--- src/hw/rtl/tpmf_pkg.sv ---
package tpmf_pkg;

	localparam logic [7:0] SEP_CHAR = 8'd32;
	localparam logic [7:0] EOL_CHAR = 8'd10;
	localparam logic [15:0] LINE_MAX = 16'hFFFF;

	localparam int ROW_W = 16;
	localparam int COL_W = 13;
	localparam int CNT_W = 4;
	localparam int PLEN_W = 4;
	localparam int PAT_W = 64;

	localparam logic [1:0] REG_PATTERN_WORD = 2'd0;
	localparam logic [1:0] REG_PATTERN_LENGTH = 2'd1;
	localparam logic [1:0] REG_MATCH_THRESHOLD = 2'd2;

	localparam int QDEPTH = 4;
	localparam int QPTR_W = 2;
	localparam int QCNT_W = 3;

	typedef struct packed {
		logic [ROW_W-1:0] row;
		logic [COL_W-1:0] column;
		logic [CNT_W-1:0] match_count;
	} tpmf_rec_t;

endpackage

--- src/hw/rtl/token_position_match_finder_top.sv ---
// Channel      | Dir | Handshake                      | Payload
// s_axis       | in  | s_axis_tvalid / s_axis_tready  | tdata: text_byte; tuser: mode
// m_axis       | out | m_axis_tvalid / m_axis_tready  | tdata: row, column, match_count
// cfg          | in  | cfg_we                         | cfg_index, cfg_data
//
// One word accepted per cycle; the word that closes a token writes its record into the
// queue at its accepting edge; the report loads into the output register when free.
// A four-entry record queue between front and back lets input keep flowing while
// the output is stalled; input stalls only once that queue fills.
// Reset (arst_n low) sets row 1, column offset 0, empty token, zero config, empty queue.
module token_position_match_finder_top import tpmf_pkg::*; #(
	parameter int MAX_PATTERN_CHARS = 8,
	parameter int COLUMN_BITS = 12
) (
	input  logic        clk,
	input  logic        arst_n,
	input  logic        s_axis_tvalid,
	output logic        s_axis_tready,
	input  logic [7:0]  s_axis_tdata,  // [7:0] text_byte
	input  logic        s_axis_tuser,  // [0] mode
	output logic        m_axis_tvalid,
	input  logic        m_axis_tready,
	output logic [39:0] m_axis_tdata,  // [15:0] row, [28:16] column, [32:29] match_count
	input  logic        cfg_we,
	input  logic [1:0]  cfg_index,
	input  logic [63:0] cfg_data
);

	logic [PAT_W-1:0]  pattern_word_q;
	logic [PLEN_W-1:0] pattern_length_q;
	logic [CNT_W-1:0]  match_threshold_q;

	logic      q_full;
	logic      push;
	tpmf_rec_t push_rec;
	logic      pop;
	logic      head_valid;
	tpmf_rec_t head_rec;
	tpmf_rec_t out_rec;

	always_ff @(posedge clk or negedge arst_n) begin
		if (!arst_n) begin
			pattern_word_q    <= '0;
			pattern_length_q  <= '0;
			match_threshold_q <= '0;
		end else if (cfg_we) begin
			case (cfg_index)
				REG_PATTERN_WORD:    pattern_word_q    <= cfg_data;
				REG_PATTERN_LENGTH:  pattern_length_q  <= cfg_data[PLEN_W-1:0];
				REG_MATCH_THRESHOLD: match_threshold_q <= cfg_data[CNT_W-1:0];
				default: ;
			endcase
		end
	end

	tpmf_front #(
		.MAX_PATTERN_CHARS(MAX_PATTERN_CHARS),
		.COLUMN_BITS(COLUMN_BITS)
	) u_front (
		.clk(clk),
		.arst_n(arst_n),
		.in_valid(s_axis_tvalid),
		.in_ready(s_axis_tready),
		.in_mode(s_axis_tuser),
		.in_byte(s_axis_tdata),
		.pattern_word(pattern_word_q),
		.pattern_length(pattern_length_q),
		.q_full(q_full),
		.push(push),
		.push_rec(push_rec)
	);

	tpmf_queue u_queue (
		.clk(clk),
		.arst_n(arst_n),
		.push(push),
		.push_rec(push_rec),
		.full(q_full),
		.pop(pop),
		.head_valid(head_valid),
		.head_rec(head_rec)
	);

	tpmf_back u_back (
		.clk(clk),
		.arst_n(arst_n),
		.head_valid(head_valid),
		.head_rec(head_rec),
		.pop(pop),
		.match_threshold(match_threshold_q),
		.out_valid(m_axis_tvalid),
		.out_ready(m_axis_tready),
		.out_rec(out_rec)
	);

	assign m_axis_tdata = {7'd0, out_rec.match_count, out_rec.column, out_rec.row};

endmodule

--- src/hw/rtl/tpmf_front.sv ---
module tpmf_front import tpmf_pkg::*; #(
	parameter int MAX_PATTERN_CHARS = 8,
	parameter int COLUMN_BITS = 12
) (
	input  logic              clk,
	input  logic              arst_n,
	input  logic              in_valid,
	output logic              in_ready,
	input  logic              in_mode,
	input  logic [7:0]        in_byte,
	input  logic [PAT_W-1:0]  pattern_word,
	input  logic [PLEN_W-1:0] pattern_length,
	input  logic              q_full,
	output logic              push,
	output tpmf_rec_t         push_rec
);

	localparam int AW = COLUMN_BITS + 2;
	localparam logic [COLUMN_BITS-1:0] OFF_MAX = '1;

	logic [ROW_W-1:0]       line_q;
	logic [COLUMN_BITS-1:0] off_q;
	logic [COLUMN_BITS-1:0] len_q;
	logic [CNT_W-1:0]       eq_q;

	logic                   accept;
	logic                   is_sep;
	logic                   is_eol;
	logic                   nonempty;
	logic                   do_close;
	logic [PLEN_W-1:0]      plen;
	logic [2:0]             idx;
	logic                   in_pat;
	logic                   chr_hit;
	logic [AW-1:0]          adv;
	logic [COLUMN_BITS-1:0] adv_sat;
	logic [COLUMN_BITS-1:0] len_inc;
	logic [16:0]            col_full;

	assign in_ready = !q_full;
	assign accept   = in_valid && !q_full;

	assign is_sep   = !in_mode && (in_byte == SEP_CHAR);
	assign is_eol   = !in_mode && (in_byte == EOL_CHAR);
	assign nonempty = (len_q != '0);
	assign do_close = is_sep || ((is_eol || in_mode) && nonempty);

	assign plen   = (pattern_length > PLEN_W'(MAX_PATTERN_CHARS)) ?
	                PLEN_W'(MAX_PATTERN_CHARS) : pattern_length;
	assign idx    = len_q[2:0];
	assign in_pat = (len_q < COLUMN_BITS'(plen));
	assign chr_hit = in_pat && (pattern_word[{idx, 3'b000} +: 8] == in_byte);

	assign adv     = AW'(off_q) + AW'(len_q) + AW'(1);
	assign adv_sat = (adv > AW'(OFF_MAX)) ? OFF_MAX : adv[COLUMN_BITS-1:0];
	assign len_inc = (len_q == OFF_MAX) ? len_q : len_q + COLUMN_BITS'(1);

	assign col_full = 17'(off_q) + 17'd1;

	assign push = accept && do_close;
	always_comb begin
		push_rec.row         = line_q;
		push_rec.column      = col_full[COL_W-1:0];
		push_rec.match_count = eq_q;
	end

	always_ff @(posedge clk or negedge arst_n) begin
		if (!arst_n) begin
			line_q <= ROW_W'(1);
			off_q  <= '0;
			len_q  <= '0;
			eq_q   <= '0;
		end else if (accept) begin
			if (in_mode) begin
				line_q <= ROW_W'(1);
				off_q  <= '0;
				len_q  <= '0;
				eq_q   <= '0;
			end else if (is_sep) begin
				off_q <= adv_sat;
				len_q <= '0;
				eq_q  <= '0;
			end else if (is_eol) begin
				if (line_q != LINE_MAX) begin
					line_q <= line_q + ROW_W'(1);
				end
				off_q <= '0;
				len_q <= '0;
				eq_q  <= '0;
			end else begin
				if (chr_hit) begin
					eq_q <= eq_q + CNT_W'(1);
				end
				len_q <= len_inc;
			end
		end
	end

endmodule

--- src/hw/rtl/tpmf_queue.sv ---
module tpmf_queue import tpmf_pkg::*; (
	input  logic      clk,
	input  logic      arst_n,
	input  logic      push,
	input  tpmf_rec_t push_rec,
	output logic      full,
	input  logic      pop,
	output logic      head_valid,
	output tpmf_rec_t head_rec
);

	tpmf_rec_t         mem_q [QDEPTH];
	logic [QPTR_W-1:0] wr_ptr_q;
	logic [QPTR_W-1:0] rd_ptr_q;
	logic [QCNT_W-1:0] cnt_q;

	assign full       = (cnt_q == QCNT_W'(QDEPTH));
	assign head_valid = (cnt_q != '0);
	assign head_rec   = mem_q[rd_ptr_q];

	always_ff @(posedge clk) begin
		if (push) begin
			mem_q[wr_ptr_q] <= push_rec;
		end
	end

	always_ff @(posedge clk or negedge arst_n) begin
		if (!arst_n) begin
			wr_ptr_q <= '0;
			rd_ptr_q <= '0;
			cnt_q    <= '0;
		end else begin
			if (push) begin
				wr_ptr_q <= wr_ptr_q + QPTR_W'(1);
			end
			if (pop) begin
				rd_ptr_q <= rd_ptr_q + QPTR_W'(1);
			end
			if (push && !pop) begin
				cnt_q <= cnt_q + QCNT_W'(1);
			end else if (pop && !push) begin
				cnt_q <= cnt_q - QCNT_W'(1);
			end
		end
	end

	a_no_overflow: assert property (@(posedge clk) disable iff (!arst_n)
		push |-> (!full || pop))
		else $error("queue written while full");

	a_no_underflow: assert property (@(posedge clk) disable iff (!arst_n)
		pop |-> head_valid)
		else $error("queue read while empty");

	a_cnt_bound: assert property (@(posedge clk) disable iff (!arst_n)
		cnt_q <= QCNT_W'(QDEPTH))
		else $error("queue count out of range");

	a_cnt_track: assert property (@(posedge clk) disable iff (!arst_n)
		(pop && !push) |=> (cnt_q == $past(cnt_q) - QCNT_W'(1)))
		else $error("queue count did not drop on read");

endmodule

--- src/hw/rtl/tpmf_back.sv ---
module tpmf_back import tpmf_pkg::*; (
	input  logic             clk,
	input  logic             arst_n,
	input  logic             head_valid,
	input  tpmf_rec_t        head_rec,
	output logic             pop,
	input  logic [CNT_W-1:0] match_threshold,
	output logic             out_valid,
	input  logic             out_ready,
	output tpmf_rec_t        out_rec
);

	logic      out_valid_q;
	tpmf_rec_t out_rec_q;
	logic      hit;

	assign pop       = head_valid && (!out_valid_q || out_ready);
	assign hit       = (head_rec.match_count >= match_threshold);
	assign out_valid = out_valid_q;
	assign out_rec   = out_rec_q;

	always_ff @(posedge clk or negedge arst_n) begin
		if (!arst_n) begin
			out_valid_q <= 1'b0;
		end else if (pop && hit) begin
			out_valid_q <= 1'b1;
		end else if (out_ready) begin
			out_valid_q <= 1'b0;
		end
	end

	always_ff @(posedge clk) begin
		if (pop && hit) begin
			out_rec_q <= head_rec;
		end
	end

	a_out_meets_threshold: assert property (@(posedge clk) disable iff (!arst_n)
		out_valid_q |-> (out_rec_q.match_count >= match_threshold))
		else $error("reported word below threshold");

	a_no_pop_when_blocked: assert property (@(posedge clk) disable iff (!arst_n)
		(out_valid_q && !out_ready) |-> !pop)
		else $error("record dropped while output stalled");

	a_load_on_hit: assert property (@(posedge clk) disable iff (!arst_n)
		(pop && hit) |=> out_valid_q)
		else $error("hit record not presented");

endmodule

--- config.mk ---
export PLATFORM = sky130hd
export DESIGN_NAME = token_position_match_finder_top
export DESIGN_NICKNAME = d
export VERILOG_FILES = /design/src/hw/rtl/tpmf_pkg.sv /design/src/hw/rtl/token_position_match_finder_top.sv /design/src/hw/rtl/tpmf_front.sv /design/src/hw/rtl/tpmf_queue.sv /design/src/hw/rtl/tpmf_back.sv
export SDC_FILE = /design/constraint.sdc
export NUM_CORES = 1
export LEC_CHECK = 0
export ABC_AREA = 1
export BUFFER_PORTS_ARGS = -buffer_cell sky130_fd_sc_hd__buf_4
export CORE_ASPECT_RATIO = 0.75
export CORE_MARGIN = 2
export CORE_UTILIZATION = 55
export CTS_CLUSTER_SIZE = 8
export DETAILED_ROUTE_END_ITERATION = 10
export PLACE_DENSITY = 0.82
export SYNTH_ARGS = -nofsm -noshare
export SYNTH_HDL_FRONTEND = slang
export SYNTH_SLANG_ARGS = --single-unit
--- constraint.sdc ---
create_clock -name clk -period 6.2 [get_ports clk]
set_input_delay 1.24 -clock clk [delete_from_list [all_inputs] [get_ports clk]]
set_output_delay 1.24 -clock clk [all_outputs]
set_load 0.02 [all_outputs]
==> implementation parameters <==
Parameter                              Value

Status
  Result of the run    completed

Global routing
  Number of global-route vias before repair    between 9000 and 10000
  Global-route usage over all layers    24.3%
  Pin count of the biggest net entering global routing    between 60 and 70
  Overflow after GRT    0
  Initial antenna violation count    0
  First-pass GRT wire length    approximately 50 mm

Layout
  Most common library cell in the layout ignoring fill and taps    nand2_1
  Top library cells by usage in the layout, fill and taps aside    nand2_1, edfxtp_1, nor2_1, buf_4, dfrtp_1
  Nets@finish    approximately 1600
  Fraction of final layout cells sized beyond drive strength 1    between 20% and 30%
  Fill cell instance count of the final layout    roughly 1700
  Inserted Diodes    0
  Layout-stage area growth over the synthesis result    17.5%

Clocking
  Worst-skew pair later-pin latency    550 ps
  Clock Tree Root    clkbuf_16
  Number of buffers between clock root and the deepest sink    3
  Setup fix buffers added after clock tree synthesis    0
  Num CTS Buffers    42
  Clock tree from TritonCTS    yes
  CTS H-tree lvls    2
  Post-CTS Hold Fix Bufs    0
  Cts repair resizes    0
  Clock-pin slew of the registers on the worst-case setup and hold paths    approximately 50 ps
  Num Clock Sinks    between 200 and 300

Timing
  Number of failing hold endpoints at the final stage    0
  Worst-margin pin slew    around 1100 ps
  Smallest setup slack after layout    between 2000 and 2500 ps
  Max-slew headroom    a little over a quarter
  Minimum clock period after layout    approximately 4000 ps
  Setup repair after global routing missed its margin    false
  Max Fclk    0.253 GHz
  Final Max Slew Viols    0
  Post-route setup TNS    0 ps
  Crit share post-route    a little under two thirds
  Maximum clock skew at final layout    roughly 49 ps
  Setup violation total in the final timing report    0

Yosys
  Number of instances in the synthesized netlist    1317
  Post-synthesis instance area    roughly 14000 um2
  Flip-flop cell with the highest count after synthesis    edfxtp_1
  Fraction of registers with async set or reset after synthesis    42.9%
  Synth Register Bits    about 290
  Yosys top cell area share    a little over a third
  Library cell with the largest summed area after synthesis    edfxtp_1
  Number of enable-type register cells in the synthesized netlist    approximately 170
  Average cell area after synthesis    between 10 and 15 um2
  Register area share after synthesis    59.1%
  Yosys Warn Count    0
  Number of distinct library cells after synthesis    around 50
  Ranking of synthesized cells by area    edfxtp_1, dfrtp_1, nand2_1

Route
  Met2 wire length    about 15 mm
  Total wire length    slightly above 30 mm
  DR vias    just over 10000
  Top routing layer in use    met4
  DR WL met3    between 2 and 2.5 mm
  Count of nets left with antenna violations after detail routing    0
  Avg Vias per Cell    5.62
  DR WL/cell    ~17 um
  Met1 routed wirelength after detailed routing    13.6 mm
  Pre-antenna DRT Iters    6
  Initial DRC Count    between 1000 and 1500
  Number of DRC violations after detailed routing    0

Placement
  Last weighted congestion value of the routability-driven placer    just over 0.9
  Number of port buffers    114
  Detailed placement HPWL    ~20 mm
  Pre-CTS WS    approximately 1900 ps

Worst setup path
  Required time worst endpoint    approximately 6600 ps
  Critical path arrival    4360 ps
  Category of the most critical setup path    input pin to register
  Critical-path maximum fanout    23
  Nature of the critical path startpoint    input pin
  Capturing element type of the critical path    register

Power
  Power per standard cell area    422 nW/um2
  Net load switching power    around 2.3 mW
  Lkg Pwr    about 7 nW
  Share of power burned in the clock network    a little under a third
  Cell internal pwr    approximately 4.4 mW
  Flop pwr share    between 30% and 40%
  Portion of total power attributed to combinational logic    between 20% and 30%
  Sw Share    34.3%
  Max VDD drop    roughly 0.35 mV

Die
  Floorplan core area    between 20000 and 25000 um2
  Horizontal die dimension    about 190 um
  Height of the die    ~140 um
  Boundary pin count    roughly 120
  Num rows    49
  Full die area    ~26000 um2
  Initial standard-cell utilization of the core    roughly 56%

Worst hold path
  Kind of path behind the tightest hold check    register to register

Job
  Max capacitance violation total    0
## cell families after synthesis
family | after synthesis | share of synthesized area, %
simple gates | 536 | 17.7
flops | 289 | 59.1
compound gates | 203 | 8.17
buf+inv | 165 | 4.98
mux | 60 | 4.96
fa+ha+maj | 33 | 3.14
xor+xnor | 30 | 1.93
other cells | 1 | 0.0275
## metrics by stage
step / instances / utilization [%] / cell area, um2 / power, mW / hold slack, ps
after floorplan: 1323 / - / 13700 / 3.99 / 453
after global placement: 1731 / 61.2 / 14800 / 4.58 / 470
after detailed placement: 1731 / 61.2 / 14800 / 4.67 / 476
after CTS: 1802 / 66.3 / 16000 / 6.77 / 488
after global routing: 1802 / 66.3 / 16000 / 7.10 / 495
final: 1802 / 66.3 / 16000 / 6.76 / 485
## critical path, stage by stage
cell     delay [ps]
buf_4           130
inv_1            60
nand3_1          70
nor3_1          200
and2_1          290
nor2_2          110
inv_1           110
nand2_1         500
inv_1           250
o31ai_2         190
inv_2           110
ha_1            150
inv_1            70
fa_1            390
a21oi_1         170
o21ai_0         140
xor2_1          170
## cell type report
class | instances | area (um2) | area share, %
Clock inverter | 4 | 78.8 | 0.492
Sequential cell | 289 | 8060 | 50.3
Clock buffer | 67 | 1140 | 7.15
Inverter | 115 | 432 | 2.70
Multi-Input combinational cell | 869 | 4930 | 30.8
Timing Repair Buffer | 127 | 953 | 5.95
Tap cell | 331 | 414 | 2.59
## final timing paths
check / startpoint / end / slack, ps / depth (start not counted)
min in group asynchronous: arst_n / pattern_word_q[36]$_DFFE_PN0P_ / 830 / 1
max in group asynchronous: arst_n / match_threshold_q[0]$_DFFE_PN0P_ / 4110 / 2
worst min register to register: match_threshold_q[2]$_DFFE_PN0P_ / match_threshold_q[2]$_DFFE_PN0P_ / 480 / 2
worst min-delay path: match_threshold_q[2]$_DFFE_PN0P_ / match_threshold_q[2]$_DFFE_PN0P_ / 480 / 2
worst max register to register: u_queue.rd_ptr_q[0]$_DFFE_PN0P_ / u_back.out_rec[14]$_DFFE_PP_ / 2770 / 11
worst max-delay path: s_axis_tdata[0] / u_queue.cnt_q[2]$_DFFE_PN0P_ / 2240 / 17
## flip-flops by register name (all words and copies together) (netlist names)
| signal | count |
|---|---|
| pattern_length_q | 4 |
| u_queue.rd_ptr_q | 2 |
| u_front.line_q | 16 |
| u_front.len_q | 12 |
| match_threshold_q | 4 |
| u_front.eq_q | 4 |
| u_back.out_valid | 1 |
| pattern_word_q | 64 |
| u_queue.cnt_q | 3 |
| u_back.out_rec | 33 |
| u_queue.wr_ptr_q | 2 |
| u_queue.mem_q | 132 |
| u_front.off_q | 12 |
## power groups by stage
stage / Clock (mW) / Combinational [mW] / Sequential [mW]
2_1_floorplan: 0 / 1.18 / 2.81
3_3_place_gp: 0 / 1.90 / 2.68
3_5_place_dp: 0 / 1.97 / 2.70
4_1_cts: 2.10 / 2.00 / 2.67
5_1_grt: 2.19 / 2.20 / 2.71
6_report: 2.08 / 2.00 / 2.67
## per-layer routing
layer | track usage, % | vias up
met5 | 0 | -
met3 | 3.74 | 67
met4 | 7.67 | 0
li1 | - | 4748
met1 | 34.1 | 4901
met2 | 39.3 | 409
## cell usage after synthesis, types with 6 or more instances
cell type / instances
a21oi_1: 26
buf_1: 6
buf_2: 9
buf_4: 9
clkbuf_1: 24
dfrtp_1: 123
edfxtp_1: 165
ha_1: 31
inv_1: 104
inv_2: 10
mux2_2: 60
nand2_1: 226
nand2_2: 19
nand3_1: 80
nand3_2: 7
nand4_1: 13
nor2_1: 149
nor3_1: 13
o211ai_1: 6
o21ai_0: 119
o22ai_1: 32
xnor2_1: 8
xor2_1: 22
Power figures use the tool's default switching activity.
